**src/hdl/nms4_pkg.sv**
```systemverilog
`timescale 1ns / 1ps

package nms4_pkg;

    localparam int PIX_W      = 32;
    localparam int MAX_WIDTH  = 1024;
    localparam int MAX_HEIGHT = 4096;
    localparam int MIN_SIZE   = 3;

    localparam int COL_W    = $clog2(MAX_WIDTH);
    localparam int ROW_W    = $clog2(MAX_HEIGHT);
    localparam int WIDTH_W  = 11;
    localparam int HEIGHT_W = 13;

    localparam int CFG_IDX_W  = 8;
    localparam int CFG_DATA_W = 32;

    localparam logic [CFG_IDX_W-1:0] REG_FRAME_WIDTH  = CFG_IDX_W'(0);
    localparam logic [CFG_IDX_W-1:0] REG_FRAME_HEIGHT = CFG_IDX_W'(1);

    localparam logic [WIDTH_W-1:0]  WIDTH_RST  = WIDTH_W'(640);
    localparam logic [HEIGHT_W-1:0] HEIGHT_RST = HEIGHT_W'(480);

    // neighbors: up, left, right, down
    localparam int NB_N = 4;

    typedef struct packed {
        logic [PIX_W-1:0]            centre;
        logic [NB_N-1:0][PIX_W-1:0]  nb;
        logic [PIX_W-1:0]            pix;
        logic                        interior;
        logic                        sup;
        logic                        has_c;
        logic                        has_p;
        logic                        fend;
    } tok_t;

    function automatic logic [WIDTH_W-1:0] eff_width(input logic [WIDTH_W-1:0] w);
        logic [WIDTH_W-1:0] r;
        begin
            r = w;
            if (w < WIDTH_W'(MIN_SIZE)) begin
                r = WIDTH_W'(MIN_SIZE);
            end else if (w > WIDTH_W'(MAX_WIDTH)) begin
                r = WIDTH_W'(MAX_WIDTH);
            end
            return r;
        end
    endfunction

    function automatic logic [HEIGHT_W-1:0] eff_height(input logic [HEIGHT_W-1:0] h);
        logic [HEIGHT_W-1:0] r;
        begin
            r = h;
            if (h < HEIGHT_W'(MIN_SIZE)) begin
                r = HEIGHT_W'(MIN_SIZE);
            end else if (h > HEIGHT_W'(MAX_HEIGHT)) begin
                r = HEIGHT_W'(MAX_HEIGHT);
            end
            return r;
        end
    endfunction

endpackage

```
**src/hdl/nms4_cell.sv**
```systemverilog
`timescale 1ns / 1ps

// One compare cell: checks the head neighbor against the centre, shifts the rest on.
module nms4_cell
    import nms4_pkg::*;
(
    input  logic aclk,
    input  logic aresetn,
    input  logic in_valid,
    output logic in_ready,
    input  tok_t in_tok,
    output logic out_valid,
    input  logic out_ready,
    output tok_t out_tok
);

    logic valid_reg;
    logic valid_next;
    tok_t tok_reg;
    tok_t tok_next;

    always_comb begin
        tok_next     = in_tok;
        tok_next.sup = in_tok.sup |
                       (in_tok.interior && ($signed(in_tok.nb[0]) >= $signed(in_tok.centre)));
        tok_next.nb  = {{PIX_W{1'b0}}, in_tok.nb[NB_N-1:1]};
    end

    assign in_ready   = !valid_reg || out_ready;
    assign valid_next = in_ready ? in_valid : valid_reg;

    always_ff @(posedge aclk) begin
        if (!aresetn) begin
            valid_reg <= 1'b0;
        end else begin
            valid_reg <= valid_next;
        end
    end

    always_ff @(posedge aclk) begin
        if (in_valid && in_ready) begin
            tok_reg <= tok_next;
        end
    end

    assign out_valid = valid_reg;
    assign out_tok   = tok_reg;

endmodule

```
**config.mk**
```make
export PLATFORM = sky130hd
export DESIGN_NAME = nms4_cell
export DESIGN_NICKNAME = d
export VERILOG_FILES = /design/src/hdl/nms4_pkg.sv /design/src/hdl/nms4_cell.sv
export SDC_FILE = /design/constraint.sdc
export NUM_CORES = 1
export LEC_CHECK = 0
export BUFFER_PORTS_ARGS = -buffer_cell sky130_fd_sc_hd__buf_4
export CAP_MARGIN = 30
export CORE_AREA = 2 2 155 157
export DETAILED_ROUTE_END_ITERATION = 6
export DIE_AREA = 0 0 157 159
export PLACE_DENSITY_LB_ADDON = 0.08
export SLEW_MARGIN = 20
export SYNTH_ARGS = -nofsm -noshare
export SYNTH_HDL_FRONTEND = slang
export SYNTH_SLANG_ARGS = --single-unit
export TNS_END_PERCENT = 1
```
**constraint.sdc**
```tcl
create_clock -name aclk -period 9.8 [get_ports aclk]
set_input_delay 1.96 -clock aclk [delete_from_list [all_inputs] [get_ports aclk]]
set_output_delay 1.96 -clock aclk [all_outputs]
set_load 0.01 [all_outputs]
```
==> results_dict.tcl <==
set metrics [dict create \
    rsz0062_at_grt "false" \
    stdcell_area_sq_um 9768 \
    clk_pin_slew_ns 0.07 \
    clock_latency_ns 0.42 \
    die_h_um 159 \
    postPlaceCellArea_sq_um 9144 \
    via_per_inst 3.926 \
    final_antenna_net_count 0 \
    io_buffers 367 \
    p_seq_share_pct 48.7 \
    grt_pass1_wl_mm 25.79 \
    diodes 0 \
    remaining_drc_errors 0 \
    cts_setup_buffers 0 \
    grt_max_degree 84 \
    root_buffer "clkbuf_16" \
    drv_slew 0 \
    min_period_ns 4.333 \
    firstDrtPassIters 4 \
    gp_congestion 0.7345 \
    fin_crit_sh_pct 44.21 \
    wl_per_cell_um 17.55 \
    required_ns 7.84 \
    grt_usage_pct 14.17 \
    cts.sink_count 166 \
    numCtsBuffers 17 \
    crit_path_start_kind "primary input" \
    drive_gt1_share_pct 56.33 \
    dieArea_sq_um 24960 \
    initial_core_util_pct 26.17 \
    syn_area_per_cell_sq_um 19.14 \
    hp-class "flop to flop" \
    seq_area_frac_synth_pct 81.98 \
    pin_count 400 \
    ys_ff_latch 166 \
    worst_slack_ns 5.467 \
    vias 4075 \
    p_total_mw 1.730 \
    arrival_ns 2.37 \
    holdBufCountCts 0 \
    leakage_nw 4.320 \
    status "complete, no violations" \
    cts_tree "done" \
    hold_viol 0 \
    cp-end-kind "output pin" \
    crit_type "primary input to output pin" \
    finalSetupTns_ns 0 \
    core_area_sq_um 23190 \
    die_width_um 157 \
    dp_hpwl_mm 14.36 \
    antenna_found_initial 0 \
    cts_buffer_depth 2 \
    areaGrowthSynthToFinish_pct 60.97 \
    ctsResizeCount 0 \
    initialDrtViolationCount 211 \
    layout.nets 939 \
    max_clock_freq_mhz 230.8 \
    path_max_fanout 3 \
    syn-cell-area_sq_um 6068 \
    irDropWorstVdd_mv 0.09596 \
    p_clk_share_pct 39.4 \
    swShare_pct 23.28 \
    synth_warnings 0 \
    dp_slack_ns 5.379 \
    p_int_mw 1.327 \
    syn_inst 317 \
    grt-ovfl-total 0 \
    power_switching_uw 402.7 \
    clock-skew-final_ns 0.01534 \
    worst_pin_slew_ns 0.6958 \
    yosysUniqueCellTypes 28 \
    wirelength_mm 18.22 \
    setup_viol 0 \
    htreeDepth 4 \
    grt_pass1_vias 4146 \
    postLayoutCoreUtil_pct 42.12 \
    drv_cap 0 \
    comb_power_share_pct 11.9 \
    power_density_nw_per_um2 177.1 \
    rows 56 \
    maxSlewHeadroom_pct 52.41 \
]
-- registers in the layout, summed over array words and instances (netlist names) --
signal,flops
out_tok,165
out_valid,1
-- logic make-up after synthesis --
group           Yosys count  share of synthesized area [%]
compound gates           28                          2.866
simple gates             25                          2.495
buf+inv                  65                          6.000
fa+ha+maj                32                          6.598
flops                   166                          81.98
other cells               1                        0.06180
-- worst paths after layout --
check,depth (start not counted),start,slack [ns],to
setup reg to reg,6,out_valid,7.33,out_tok[62]
hold / removal,2,out_valid,0.56,out_valid
hold reg to reg,2,out_valid,0.56,out_valid
setup / recovery,3,out_ready,5.47,in_ready
-- critical path, cell delays in order --
cell and delay [ns]:
buf_4 0.10, nand2b_1 0.16, buf_4 0.15
-- metrics by stage --
stage	cells	hold slack, ns
after global routing	1038	0.5795
after CTS	1037	0.5603
after global placement	1004	0.5284
after detailed placement	1005	0.5504
final	1038	0.5569
after floorplan	348	0.6096
-- layer usage --
metal  wire length [um]  global-route usage, %  vias to the layer above
met5                  0                      0                        -
met4                186                  4.295                        0
met3               1909                  5.988                       14
met2               9713                  25.62                      227
met1               6406                  14.78                     1925
li1                   -                      -                     1909
-- synthesized netlist by cell type, drive strengths merged --
master / count / area [sq um]
a2111oi: 1 / 8.760
a21boi: 1 / 7.510
a21o: 2 / 15.01
a21oi: 14 / 70.07
a221oi: 1 / 8.760
a2bb2oi: 1 / 8.760
a311o: 1 / 10.01
and2: 1 / 6.260
and3: 1 / 6.260
and4: 3 / 26.28
buf: 32 / 240.2
conb: 1 / 3.750
dfxtp: 1 / 20.02
edfxtp: 165 / 4955
ha: 32 / 400.4
inv: 33 / 123.9
nand2: 8 / 30.03
nand2b: 2 / 12.51
nand3: 3 / 15.01
nand4: 3 / 25.02
nor2: 1 / 3.750
nor4: 1 / 12.51
o21a: 2 / 15.01
o21ai: 4 / 20.02
o32a: 1 / 10.01
or2b: 1 / 7.510
or3: 1 / 6.260
-- cell usage in the layout, fill, tap and decap left out, drive strengths merged, types with 4 or more instances in the layout --
master / Yosys / layout
ha: 32 / 32
inv: 33 / 39
buf: 32 / 371
o21ai: 4 / 4
clkbuf: 0 / 18
nand2: 8 / 8
conb: 1 / 32
a21oi: 14 / 14
edfxtp: 165 / 165
-- layout make-up --
type | instances | area, sq um
clock buffers | 18 | 429.2
clock inverters | 14 | 167.7
fillers | 2163 | 13420
inverters | 33 | 123.9
multi-input cells | 117 | 848.3
flip-flops and latches | 166 | 4975
well taps | 319 | 399.1
repair buffers | 371 | 2825
-- power groups by stage --
stage	registers (mW)	clock network, mW	logic (mW)
after floorplan	0.885	0	0.0504
after global placement	0.858	0	0.204
after detailed placement	0.859	0	0.208
after CTS	0.843	0.705	0.209
after global routing	0.846	0.734	0.224
final	0.842	0.682	0.206
(Power assumes the default switching activity.)
