==> src/hdl/nms4_pkg.sv <==
`timescale 1ns / 1ps

package nms4_pkg;

    localparam int PIX_W      = 32;
    localparam int MAX_WIDTH  = 1024;
    localparam int MAX_HEIGHT = 4096;
    localparam int MIN_SIZE   = 3;

    localparam int COL_W    = $clog2(MAX_WIDTH);
    localparam int ROW_W    = $clog2(MAX_HEIGHT);
    localparam int WIDTH_W  = 11;
    localparam int HEIGHT_W = 13;

    localparam int CFG_IDX_W  = 8;
    localparam int CFG_DATA_W = 32;

    localparam logic [CFG_IDX_W-1:0] REG_FRAME_WIDTH  = CFG_IDX_W'(0);
    localparam logic [CFG_IDX_W-1:0] REG_FRAME_HEIGHT = CFG_IDX_W'(1);

    localparam logic [WIDTH_W-1:0]  WIDTH_RST  = WIDTH_W'(640);
    localparam logic [HEIGHT_W-1:0] HEIGHT_RST = HEIGHT_W'(480);

    // neighbors: up, left, right, down
    localparam int NB_N = 4;

    typedef struct packed {
        logic [PIX_W-1:0]            centre;
        logic [NB_N-1:0][PIX_W-1:0]  nb;
        logic [PIX_W-1:0]            pix;
        logic                        interior;
        logic                        sup;
        logic                        has_c;
        logic                        has_p;
        logic                        fend;
    } tok_t;

    function automatic logic [WIDTH_W-1:0] eff_width(input logic [WIDTH_W-1:0] w);
        logic [WIDTH_W-1:0] r;
        begin
            r = w;
            if (w < WIDTH_W'(MIN_SIZE)) begin
                r = WIDTH_W'(MIN_SIZE);
            end else if (w > WIDTH_W'(MAX_WIDTH)) begin
                r = WIDTH_W'(MAX_WIDTH);
            end
            return r;
        end
    endfunction

    function automatic logic [HEIGHT_W-1:0] eff_height(input logic [HEIGHT_W-1:0] h);
        logic [HEIGHT_W-1:0] r;
        begin
            r = h;
            if (h < HEIGHT_W'(MIN_SIZE)) begin
                r = HEIGHT_W'(MIN_SIZE);
            end else if (h > HEIGHT_W'(MAX_HEIGHT)) begin
                r = HEIGHT_W'(MAX_HEIGHT);
            end
            return r;
        end
    endfunction

endpackage

==> src/hdl/nms4_out.sv <==
`timescale 1ns / 1ps

// Output register plus one pending second result (last-row self echo).
module nms4_out
    import nms4_pkg::*;
(
    input  logic                    aclk,
    input  logic                    aresetn,
    input  logic                    in_valid,
    output logic                    in_ready,
    input  tok_t                    in_tok,
    output logic                    m_valid,
    input  logic                    m_ready,
    output logic signed [PIX_W-1:0] m_pixel_out,
    output logic                    m_run_last,
    output logic                    m_frame_end
);

    logic             o_valid_reg, o_valid_next;
    logic             sec_valid_reg, sec_valid_next;
    logic [PIX_W-1:0] o_pix_reg, o_pix_next;
    logic             o_last_reg, o_last_next;
    logic             o_fend_reg, o_fend_next;
    logic [PIX_W-1:0] sec_pix_reg, sec_pix_next;
    logic             sec_fend_reg, sec_fend_next;
    logic             load;
    logic             take;

    assign in_ready = !sec_valid_reg && (!o_valid_reg || m_ready);
    assign load     = in_valid && in_ready;
    assign take     = o_valid_reg && m_ready;

    always_comb begin
        o_valid_next   = o_valid_reg;
        sec_valid_next = sec_valid_reg;
        o_pix_next     = o_pix_reg;
        o_last_next    = o_last_reg;
        o_fend_next    = o_fend_reg;
        sec_pix_next   = sec_pix_reg;
        sec_fend_next  = sec_fend_reg;
        if (load) begin
            o_valid_next = 1'b1;
            if (in_tok.has_c) begin
                o_pix_next     = in_tok.sup ? '0 : in_tok.centre;
                o_last_next    = !in_tok.has_p;
                o_fend_next    = 1'b0;
                sec_valid_next = in_tok.has_p;
                sec_pix_next   = in_tok.pix;
                sec_fend_next  = in_tok.fend;
            end else begin
                o_pix_next     = in_tok.pix;
                o_last_next    = 1'b1;
                o_fend_next    = in_tok.fend;
                sec_valid_next = 1'b0;
            end
        end else if (take) begin
            if (sec_valid_reg) begin
                o_pix_next     = sec_pix_reg;
                o_last_next    = 1'b1;
                o_fend_next    = sec_fend_reg;
                sec_valid_next = 1'b0;
            end else begin
                o_valid_next = 1'b0;
            end
        end
    end

    always_ff @(posedge aclk) begin
        if (!aresetn) begin
            o_valid_reg   <= 1'b0;
            sec_valid_reg <= 1'b0;
        end else begin
            o_valid_reg   <= o_valid_next;
            sec_valid_reg <= sec_valid_next;
        end
    end

    always_ff @(posedge aclk) begin
        o_pix_reg    <= o_pix_next;
        o_last_reg   <= o_last_next;
        o_fend_reg   <= o_fend_next;
        sec_pix_reg  <= sec_pix_next;
        sec_fend_reg <= sec_fend_next;
    end

    assign m_valid     = o_valid_reg;
    assign m_pixel_out = $signed(o_pix_reg);
    assign m_run_last  = o_last_reg;
    assign m_frame_end = o_fend_reg;

endmodule

==> config.mk <==
export PLATFORM = sky130hd
export DESIGN_NAME = nms4_out
export DESIGN_NICKNAME = d
export VERILOG_FILES = /design/src/hdl/nms4_pkg.sv /design/src/hdl/nms4_out.sv
export SDC_FILE = /design/constraint.sdc
export NUM_CORES = 1
export LEC_CHECK = 0
export BUFFER_PORTS_ARGS = -buffer_cell sky130_fd_sc_hd__buf_4
export CAP_MARGIN = 20
export CORE_MARGIN = 5
export CORE_UTILIZATION = 40
export DETAILED_ROUTE_END_ITERATION = 6
export PLACE_DENSITY_LB_ADDON = 0.2
export SLEW_MARGIN = 0
export SYNTH_ARGS = -nofsm -noshare
export SYNTH_HDL_FRONTEND = slang
export SYNTH_SLANG_ARGS = --single-unit
==> constraint.sdc <==
create_clock -name aclk -period 3.6 [get_ports aclk]
set_input_delay 0.54 -clock aclk [delete_from_list [all_inputs] [get_ports aclk]]
set_output_delay 0.54 -clock aclk [all_outputs]
set_load 0.05 [all_outputs]
==> results of run 1 <==
-- cell usage in the layout (no fill, tap or decap), drive strengths merged --
cell type and n:
a21boi 1, a21oi 32, and2 1, buf 110
clkbuf 11, clkinv 4, clkinvlp 1, dfxtp 2
edfxtp 67, inv 33, mux2 2, mux2i 31
nand2 1, nand2b 1, nand3 2, nand3b 1
nor2 2, nor2b 34, nor3b 1, o21ai 2
o221a 1
-- area by class of cell --
cell class              instances  share of cell area, %
clock buffers                  11                   3.20
repair buffers                110                   20.1
inverters                      33                   3.02
multi-input cells             112                   19.9
well taps                     102                   3.11
flip-flops and latches         69                   50.0
clock inverters                 5                  0.671
-- per-layer routing --
layer / vias to the layer above / share of wire, % / wire [um] / track usage [%]
met3: 11 / 6.9 / 464 / 4.95
met4: 0 / 1.9 / 126 / 6.71
li1: 997 / - / - / -
met1: 919 / 36 / 2430 / 13.8
met5: - / 0 / 0 / 0
met2: 61 / 55 / 3660 / 26.0
-- logic make-up after synthesis --
logic type / share of synthesized area [%]
buffers and inverters: 7.48
muxes: 10.8
AOI/OAI and AO/OA: 6.14
DFF: 66.7
and+or+nand+nor: 8.90
-- worst max-delay path by stage --
stage                       to  slack, ps  depth (start not counted)
2_1_floorplan      m_frame_end        660                          2
3_3_place_gp   sec_pix_reg[14]       1470                          2
3_5_place_dp    m_pixel_out[6]       1450                          4
4_1_cts         m_pixel_out[4]       1590                          3
5_1_grt         m_pixel_out[4]       1490                          3
6_report        m_pixel_out[4]       1650                          3
-- stage by stage --
step / hold WS, ps / power, mW
detailed placement: 538 / 1.37
global route: 361 / 1.96
floorplan: 525 / 1.23
finish: 388 / 1.87
CTS: 364 / 1.90
global placement: 510 / 1.36
-- power by group through the flow --
stage	Sequential (mW)	Combinational (mW)	Clock, mW
after floorplan	1.11	0.123	0
after global routing	0.972	0.402	0.587
after global placement	0.982	0.380	0
after CTS	0.967	0.385	0.549
after detailed placement	0.984	0.384	0
final	0.966	0.378	0.527
-- worst max-delay path: stages (launching register included) --
cell and delay (ps):
dfxtp_1 450, nand2_1 150, a21oi_4 720, buf_4 330
==> summary.txt, run 1 <==
Worst setup path
  – Worst R2R Start: sec_valid_reg
  – CP Capture Type: flip-flop
  – R2R Path End: m_pixel_out[4]
  – Worst EP arrival: 1980 ps
  – Worst Setup SP: sec_valid_reg
  – Worst reg2reg setup slack: 1650 ps
  – WP data required: 3630 ps
  – Startpoint Class: flip-flop
  – CP Class: reg -> reg
  – Crit-path max FO: 25
  – Reg2reg path depth: 3

Global route
  – Vias in the first global route: 2095
  – Largest net degree at the start of global routing: 39
  – Initial antenna violation count: 0
  – Total track usage: 14.0%
  – First-pass GRT wire length: 10300 um
  – Total grt overflow: 0

Routing
  – Pre-antenna DRT Iters: 4
  – Initial drt markers: 78
  – Drt wl/cell: 15.1 um
  – Drt drc: 0
  – Number of vias in the routed layout: 1988
  – Total wire length: 6680 um
  – Post-route antenna net violation count: 0
  – Via/cell ratio: 4.50

Synth
  – Synthesized cell area: 0.00308 mm^2
  – Main flop type after synthesis: edfxtp_1
  – Synth top area share: 65.4%
  – Async S/R FF share, synth: 0%
  – Post-Syn Nets: 426
  – Cell taking the most area after synthesis: edfxtp_1
  – Post-synthesis sequential area ratio: 66.7%
  – Most frequent cell after synthesis: edfxtp_1
  – Mapped Cells: 225
  – Avg Cell Area, Syn: 13.7 um^2
  – Synth area leaders: edfxtp_1 (65%), mux2i_1 (10%), nor2b_1 (6.7%), a21oi_1 (5.2%), inv_1 (4.0%)
  – Ys Warns: 0
  – Synthesis-stage register bit count: 69
  – Yosys cell types: 22
  – Synth top cells by count: edfxtp_1 (67), inv_1 (33), nor2b_1 (33)
  – Post-synth EDFFs: 67

CTS
  – Resize count post-CTS: 0
  – Root buf cell: clkbuf_8
  – CTS H-tree depth: 3
  – Clk slew on worst S/H paths: 80 ps
  – Max clock buf depth: 2
  – CTS Hold Bufs: 0
  – CTS Sinks: 69
  – CTS tree: done
  – Clk_lat worst skew: 320 ps
  – Post-CTS setup buffer count: 0
  – TritonCTS buffer count: 9

Pwr
  – Maximum vdd drop: 0.225 mV
  – Pwr per Cell Area: 456 mW/mm^2
  – Static leakage: 1.75 nW
  – Sequential share of power: 51.6%
  – Sw Share: 28.4%
  – Gate power share: 20.2%
  – Internal: 1.34 mW
  – NetSw: 531 uW
  – Clk pwr share: 28.2%

Placement
  – Final Wtd Congestion: 0.660
  – Placed Area: 0.00395 mm^2
  – Pre-CTS WS: 1450 ps
  – Placed Cells: 426
  – Post-DP HPWL: 4490 um
  – IO buf count: 107

Final layout
  – Design Area, Final: 0.00411 mm^2
  – Fin util: 54.0%
  – Share of cells above drive strength 1: 38.8%
  – Register area: 0.00205 mm^2
  – # fillers: 704
  – Final nets: 536
  – Area grow syn2layout: 33.4%
  – Multi-input gate area: 817 um^2
  – Final cell count without fillers: 442
  – Diodes inserted: 0

Die
  – DIE AREA: 0.00955 mm^2
  – Initial core utilization: 40.5%
  – Row Count: 32
  – Core ar.: 0.00761 mm^2
  – Die Span X: 97.7 um
  – Chip Height: 97.7 um
  – Io pins: 237

Hold path
  – Worst hold path endpoint: sec_pix_reg[12]
  – Min-Delay Path Class: in -> reg
  – Hold path depth: 1
  – Worst Min Path Start: in_tok[17]

Run
  – Number of max-cap violations: 0

STA
  – Fmax: 513 MHz
  – Hold Fails Final Rpt: 0
  – Slew HR: 41.7%
  – Pins Over Slew Limit: 0
  – Ratio of final minimum period to clock period: 54.1%
  – RSZ-0062 raised after global routing: no
  – Worst setup margin: 1650 ps
  – Clk_skew: 6.03 ps
  – Worst Tran Pin Value: 873 ps
  – Min Tclk post-route: 1950 ps
  – Final setup fails: 0
  – Post-route setup TNS: 0 ps

Status
  – Status: finished, final reports clean
(Power assumes the default switching activity.)
==> run 2, diff against run 1 <==
--- a/config.mk
+++ b/config.mk
@@ -8,7 +8,7 @@
 export BUFFER_PORTS_ARGS = -buffer_cell sky130_fd_sc_hd__buf_4
 export CAP_MARGIN = 20
 export CORE_MARGIN = 5
-export CORE_UTILIZATION = 40
+export CORE_UTILIZATION = 36
 export DETAILED_ROUTE_END_ITERATION = 6
 export PLACE_DENSITY_LB_ADDON = 0.2
 export SLEW_MARGIN = 0
==> constraint.sdc (replaced) <==
create_clock -name aclk -period 1.75 [get_ports aclk]
set_input_delay 0.2625 -clock aclk [delete_from_list [all_inputs] [get_ports aclk]]
set_output_delay 0.2625 -clock aclk [all_outputs]
set_load 0.05 [all_outputs]
==> run 2 against run 1 <==
  * Critical endpoint is now m_frame_end
  * Critical path type unchanged
  * Sequential share of layout area fell by 1.4 points
  * Largest power group unchanged
  * Routed wire length rose by 1.7%
  * Utilization fell by 2.8 points
==> summary.txt, run 2 (synthesized netlist as in run 1, its figures left out) <==
Status
  – Status: finished, final reports clean

Routing
  – Initial drt markers: 55 (-29%)
  – Post-route antenna net violation count: 0 (unchanged)
  – Total wire length: 6800 um (+1.7%)
  – Via/cell ratio: 4.46 (-0.74%)
  – Number of vias in the routed layout: 2018 (+1.5%)
  – Pre-antenna DRT Iters: 4 (unchanged)
  – Drt drc: 0 (unchanged)
  – Drt wl/cell: 15.0 um (-0.54%)

STA
  – Min Tclk post-route: 1520 ps (-427 ps)
  – Fmax: 657 MHz (+28%)
  – Final setup fails: 0 (unchanged)
  – Hold Fails Final Rpt: 0 (unchanged)
  – Slew HR: 79.9% (+38 points)
  – Clk_skew: 7.51 ps (+1.48 ps)
  – Ratio of final minimum period to clock period: 87.0% (+33 points)
  – Worst Tran Pin Value: 302 ps (-571 ps)
  – RSZ-0062 raised after global routing: no
  – Post-route setup TNS: 0 ps (unchanged)
  – Pins Over Slew Limit: 0 (unchanged)

Final layout
  – Share of cells above drive strength 1: 40.3% (+1.5 points)
  – Design Area, Final: 0.00423 mm^2 (+3.0%)
  – Final cell count without fillers: 452 (+2.3%)
  – Most frequent cells in the layout: buf_4 (115), edfxtp_1 (67), inv_1 (33)
  – Area grow syn2layout: 37.4%
  – Final nets: 544 (+1.5%)
  – Fin util: 51.2% (-2.8 points)
  – Diodes inserted: 0 (unchanged)
  – Commonest non-fill, non-tap cell in the layout: buf_4

CTS
  – CTS Hold Bufs: 0 (unchanged)
  – TritonCTS buffer count: 9 (unchanged)
  – CTS Sinks: 69 (unchanged)
  – CTS tree: done
  – CTS H-tree depth: 3 (unchanged)
  – Clk slew on worst S/H paths: 80 ps (about the same)
  – Resize count post-CTS: 0 (unchanged)
  – Max clock buf depth: 2 (unchanged)
  – Post-CTS setup buffer count: 0 (unchanged)
  – Clk_lat worst skew: 330 ps (about the same)
  – Root buf cell: clkbuf_8

Pwr
  – Design Power: 4.00 mW (+110%)
  – Static leakage: 1.81 nW (+3.4%)
  – Pwr per Cell Area: 945 mW/mm^2 (+110%)
  – Maximum vdd drop: 0.476 mV (+110%)

Worst setup path
  – Slowest cell on crit path: mux2_2
  – R2R Path End: m_frame_end
  – Reg2reg path depth: 4 (+1)
  – CP Capture Type: flip-flop
  – WP data required: 1830 ps (-1800 ps)
  – CP Class: reg -> reg
  – Worst path max stage delay: 350 ps (-370 ps)
  – Worst reg2reg setup slack: 230 ps (-1420 ps)
  – Crit-path max FO: 11 (-56%)
  – Startpoint Class: flip-flop
  – Crit-path cells: nor2b_4 -> nor3b_4 -> buf_4 -> mux2_2
  – Worst R2R Start: m_valid
  – Worst EP arrival: 1600 ps (-380 ps)

Global route
  – First-pass GRT wire length: 10300 um (about the same)
  – Total track usage: 13.1% (-0.97 points)
  – Total grt overflow: 0 (unchanged)
  – Initial antenna violation count: 0 (unchanged)
  – Vias in the first global route: 2107 (+0.57%)
  – Largest net degree at the start of global routing: 24 (-38%)

Run
  – Number of max-cap violations: 0 (unchanged)

Die
  – DIE AREA: 0.0105 mm^2 (+9.9%)
  – Chip Height: 102 um (+4.9%)
  – Io pins: 237 (unchanged)
  – Die Span X: 102 um (+4.9%)
  – Initial core utilization: 37.3% (-3.2 points)
  – Row Count: 33 (+3.1%)
  – Core ar.: 0.00826 mm^2 (+8.6%)

Placement
  – IO buf count: 107 (unchanged)
  – Post-DP HPWL: 4930 um (+9.9%)
  – Placed Area: 0.00405 mm^2 (+2.6%)
  – Placed Cells: 437 (+2.6%)
  – Final Wtd Congestion: 0.759 (+15%)

Hold path
  – Worst Min Path Start: in_tok[34]
  – Hold path depth: 1 (unchanged)
  – Worst hold path endpoint: sec_pix_reg[29]
  – Min-Delay Path Class: in -> reg
==> run 2: area by class of cell <==
| class | count | area (um^2) |
|---|---|---|
| clock buffer | 9 | 124 |
| clock inverter | 6 | 55.1 |
| fill | 766 | 4030 |
| inverter | 33 | 124 |
| multi-input combinational | 112 | 818 |
| sequential | 69 | 2050 |
| tap | 105 | 131 |
| timing repair buffer | 118 | 923 |
==> run 2: worst max-delay path, delay by kind of cell, from the launching register on <==
kind	cells	cell delay (ps)
buffers and inverters	1	260
AND/OR/NAND/NOR	2	340
flip-flops	1	330
multiplexers	1	350
==> run 2: per-layer routing <==
metal	track usage [%]	share of wire [%]	up-vias
li1	-	-	1017
met1	15.6	40	929
met2	22.4	52	66
met3	2.80	6.9	6
met4	6.05	1.5	0
met5	0	0	-
==> run 2: per-stage QoR <==
stage | hold slack, ps | setup WS [ps]
floorplan | 361 | 5.91
global placement | 446 | 232
detailed placement | 448 | 215
CTS | 91.5 | 202
global route | 85.8 | 143
finish | 113 | 228
==> run 2: worst max-delay path by stage <==
stage,to,slack (ps),start
final,m_frame_end,230,m_valid
after global routing,m_pixel_out[15],140,m_valid
after CTS,m_pixel_out[15],200,m_valid
after detailed placement,m_frame_end,220,m_valid
after global placement,m_frame_end,230,m_valid
after floorplan,sec_fend_reg,6,m_valid
==> run 2: report_power, final <==
| group | switching [mW] | internal, mW | leakage (nW) | total, mW |
|---|---|---|---|---|
| clock network | 0.557 | 0.636 | 0.0899 | 1.19 |
| registers | 0.0348 | 1.95 | 0.653 | 1.99 |
| logic | 0.489 | 0.327 | 1.07 | 0.816 |
| total | 1.08 | 2.92 | 1.81 | 4.00 |
==> run 3, diff against run 2 <==
--- a/config.mk
+++ b/config.mk
@@ -5,6 +5,7 @@
 export SDC_FILE = /design/constraint.sdc
 export NUM_CORES = 1
 export LEC_CHECK = 0
+export ABC_AREA = 1
 export BUFFER_PORTS_ARGS = -buffer_cell sky130_fd_sc_hd__buf_4
 export CAP_MARGIN = 20
 export CORE_MARGIN = 5
==> run 3 against run 2 <==
  * Design area is 1.2% lower
  * Worst setup slack lost 16 ps
  * Clock-buffer cell count unchanged
  * Routed wire length rose by 13%
  * Combinational power grew 2.8%
  * Non-clock buffer count shrank 3
  * Critical path type unchanged
  * Synthesized cell count is 34% higher
  * Clock skew fell by 0.61 ps
  * Fmax shrank 1.0%
  * Critical path depth rose by 1
  * Via count is 18% higher
==> summary.txt, run 3 <==
Status
  – Status: finished, final reports clean

CTS
  – CTS tree: done
  – Max clock buf depth: 2 (unchanged)
  – Clk slew on worst S/H paths: 80 ps (about the same)
  – Resize count post-CTS: 0 (unchanged)
  – CTS H-tree depth: 3 (unchanged)
  – Root buf cell: clkbuf_8
  – CTS Sinks: 69 (unchanged)
  – CTS Hold Bufs: 0 (unchanged)
  – TritonCTS buffer count: 9 (unchanged)
  – Post-CTS setup buffer count: 0 (unchanged)
  – Clk_lat worst skew: 330 ps (about the same)

Routing
  – Total wire length: 7670 um (+13%)
  – Via/cell ratio: 4.60 (+2.9%)
  – Initial drt markers: 70 (+27%)
  – Pre-antenna DRT Iters: 4 (unchanged)
  – Drt wl/cell: 14.7 um (-1.9%)
  – Drt drc: 0 (unchanged)
  – Number of vias in the routed layout: 2390 (+18%)
  – Post-route antenna net violation count: 0 (unchanged)

Worst setup path
  – Slowest cell on crit path: inv_2
  – WP data required: 1940 ps (+110 ps)
  – Worst EP arrival: 1730 ps (+130 ps)
  – Crit path depth: 5 (+1)
  – Crit-path max FO: 32 (+21)
  – CP Capture Type: flip-flop
  – Buf/Inv on CP: 2 (+1)
  – Startpoint Class: flip-flop
  – Reg2reg path depth: 5 (+1)
  – Largest delay contributor family on the critical path: buffers and inverters
  – CP Class: reg -> reg
  – Crit-path cells: inv_2 -> nand3_2 -> inv_2 -> nand2_1 -> nand2_1
  – Worst path max stage delay: 520 ps (+170 ps)

Synth
  – Synth area leaders: edfxtp_1 (66%), nand2_1 (20%), nand3_1 (5.2%), buf_4 (1.7%), buf_6 (1.5%)
  – Synthesized cell area: 0.00306 mm^2 (-0.57%)
  – Main flop type after synthesis: edfxtp_1
  – Ys Warns: 0 (unchanged)
  – Yosys cell types: 19 (-14%)
  – Cell taking the most area after synthesis: edfxtp_1
  – Avg Cell Area, Syn: 10.2 um^2 (-26%)
  – Synthesis-stage register bit count: 69 (unchanged)
  – Post-synthesis sequential area ratio: 67.0% (+0.38 points)
  – Synth top area share: 65.7% (+0.37 points)
  – Async S/R FF share, synth: 0% (unchanged)
  – Most frequent cell after synthesis: nand2_1
  – Post-Syn Nets: 502 (+18%)
  – Synth top cells by count: nand2_1 (165), edfxtp_1 (67), nand3_1 (32)
  – Post-synth EDFFs: 67 (unchanged)
  – Mapped Cells: 301 (+34%)

Global route
  – Initial antenna violation count: 0 (unchanged)
  – First-pass GRT wire length: 11900 um (+16%)
  – Total grt overflow: 0 (unchanged)
  – Largest net degree at the start of global routing: 35 (+46%)
  – Vias in the first global route: 2432 (+15%)
  – Total track usage: 15.0% (+2.0 points)

Die
  – Initial core utilization: 37.1% (-0.21 points)
  – DIE AREA: 0.0104 mm^2 (-0.52%)
  – Io pins: 237 (unchanged)
  – Die Span X: 102 um (-0.26%)
  – Chip Height: 102 um (-0.26%)
  – Core ar.: 0.00826 mm^2 (unchanged)
  – Row Count: 33 (unchanged)

Pwr
  – Static leakage: 1.95 nW (+7.5%)
  – Maximum vdd drop: 0.433 mV (-8.9%)
  – Design Power: 4.23 mW (+5.8%)
  – Pwr per Cell Area: 1010 mW/mm^2 (+7.0%)

Final layout
  – Share of cells above drive strength 1: 33.3% (-7.1 points)
  – Final nets: 611 (+12%)
  – Area grow syn2layout: 36.5%
  – Diodes inserted: 0 (unchanged)
  – Final cell count without fillers: 520 (+15%)
  – # fillers: 797 (+4.0%)
  – Commonest non-fill, non-tap cell in the layout: nand2_1
  – Most frequent cells in the layout: nand2_1 (165), buf_4 (114), edfxtp_1 (67)

Placement
  – Placed Cells: 504 (+15%)
  – Post-DP HPWL: 5150 um (+4.4%)
  – IO buf count: 107 (unchanged)
  – Final Wtd Congestion: 0.744 (-2.0%)

STA
  – Fmax: 650 MHz (-1.0%)
  – Worst Tran Pin Value: 608 ps (+306 ps)
  – Ratio of final minimum period to clock period: 87.9% (+0.92 points)
  – RSZ-0062 raised after global routing: no
  – Hold Fails Final Rpt: 0 (unchanged)
  – Clk_skew: 6.90 ps (-0.612 ps)
  – Min Tclk post-route: 1540 ps (+16.1 ps)
  – Slew HR: 59.4% (-20 points)
  – Final setup fails: 0 (unchanged)
  – Pins Over Slew Limit: 0 (unchanged)

Hold path
  – Hold path depth: 1 (unchanged)
  – Min-Delay Path Class: in -> reg

Run
  – Number of max-cap violations: 0 (unchanged)
[run 3: cell types whose count changed after synthesis, sizes merged, moves of 2 or more]
| cell | delta |
|---|---|
| nand2 | +165 |
| nor2b | -34 |
| mux2i | -31 |
| nand3 | +31 |
| a21oi | -30 |
| inv | -25 |
| buf | +7 |
| mux2 | -2 |
[run 3: kinds of logic after synthesis]
kind of cell    count (synthesis)  share of synthesized area (%)
compound gates                  5                           1.19
flops                          69                           67.0
buf+inv                        25                           5.23
simple gates                  202                           26.5
[run 3: final timing paths]
| check | startpoint | endpoint | slack [ps] |
|---|---|---|---|
| max | sec_valid_reg | m_pixel_out[29] | 210 |
| min | in_tok[13] | sec_pix_reg[8] | 110 |
| max reg2reg | sec_valid_reg | m_pixel_out[29] | 210 |
| min reg2reg | sec_pix_reg[15] | m_pixel_out[15] | 520 |
[run 3: final cells by class]
| type | instances | area [um^2] | area share, % |
|---|---|---|---|
| well taps | 105 | 131 | 3.14 |
| inverters | 8 | 32.5 | 0.778 |
| clock inverters | 7 | 90.1 | 2.16 |
| multi-input cells | 207 | 870 | 20.8 |
| repair buffers | 115 | 876 | 21.0 |
| clock buffers | 9 | 124 | 2.96 |
| flip-flops and latches | 69 | 2060 | 49.2 |
[run 3: report_power, final]
| part | leakage [nW] | total (mW) | switching, mW | internal, mW |
|---|---|---|---|---|
| sequential | 0.656 | 2.00 | 0.0365 | 1.96 |
| clock | 0.108 | 1.39 | 0.599 | 0.796 |
| combinational | 1.18 | 0.839 | 0.554 | 0.285 |
| total | 1.95 | 4.23 | 1.19 | 3.04 |
[run 3: through the flow]
| stage | setup TNS [ps] | instance area, um^2 | hold WS (ps) | utilization (%) | worst slack (ps) |
|---|---|---|---|---|---|
| finish | 0 | 4180 | 110 | 50.6 | 212 |
| global route | 0 | 4180 | 81.8 | 50.6 | 43.3 |
| CTS | 0 | 4180 | 87.9 | 50.6 | 179 |
| detailed placement | 0 | 3970 | 451 | 48.0 | 142 |
| global placement | 0 | 3970 | 451 | 48.0 | 193 |
| floorplan | -75.4 | 3090 | 361 | - | -2.28 |
[run 3: routing by layer]
metal / share of wire [%] / global-route usage (%)
met1: 42 / 18.7
met2: 50 / 25.4
met3: 6.1 / 3.69
met4: 1.2 / 5.75
met5: 0 / 0
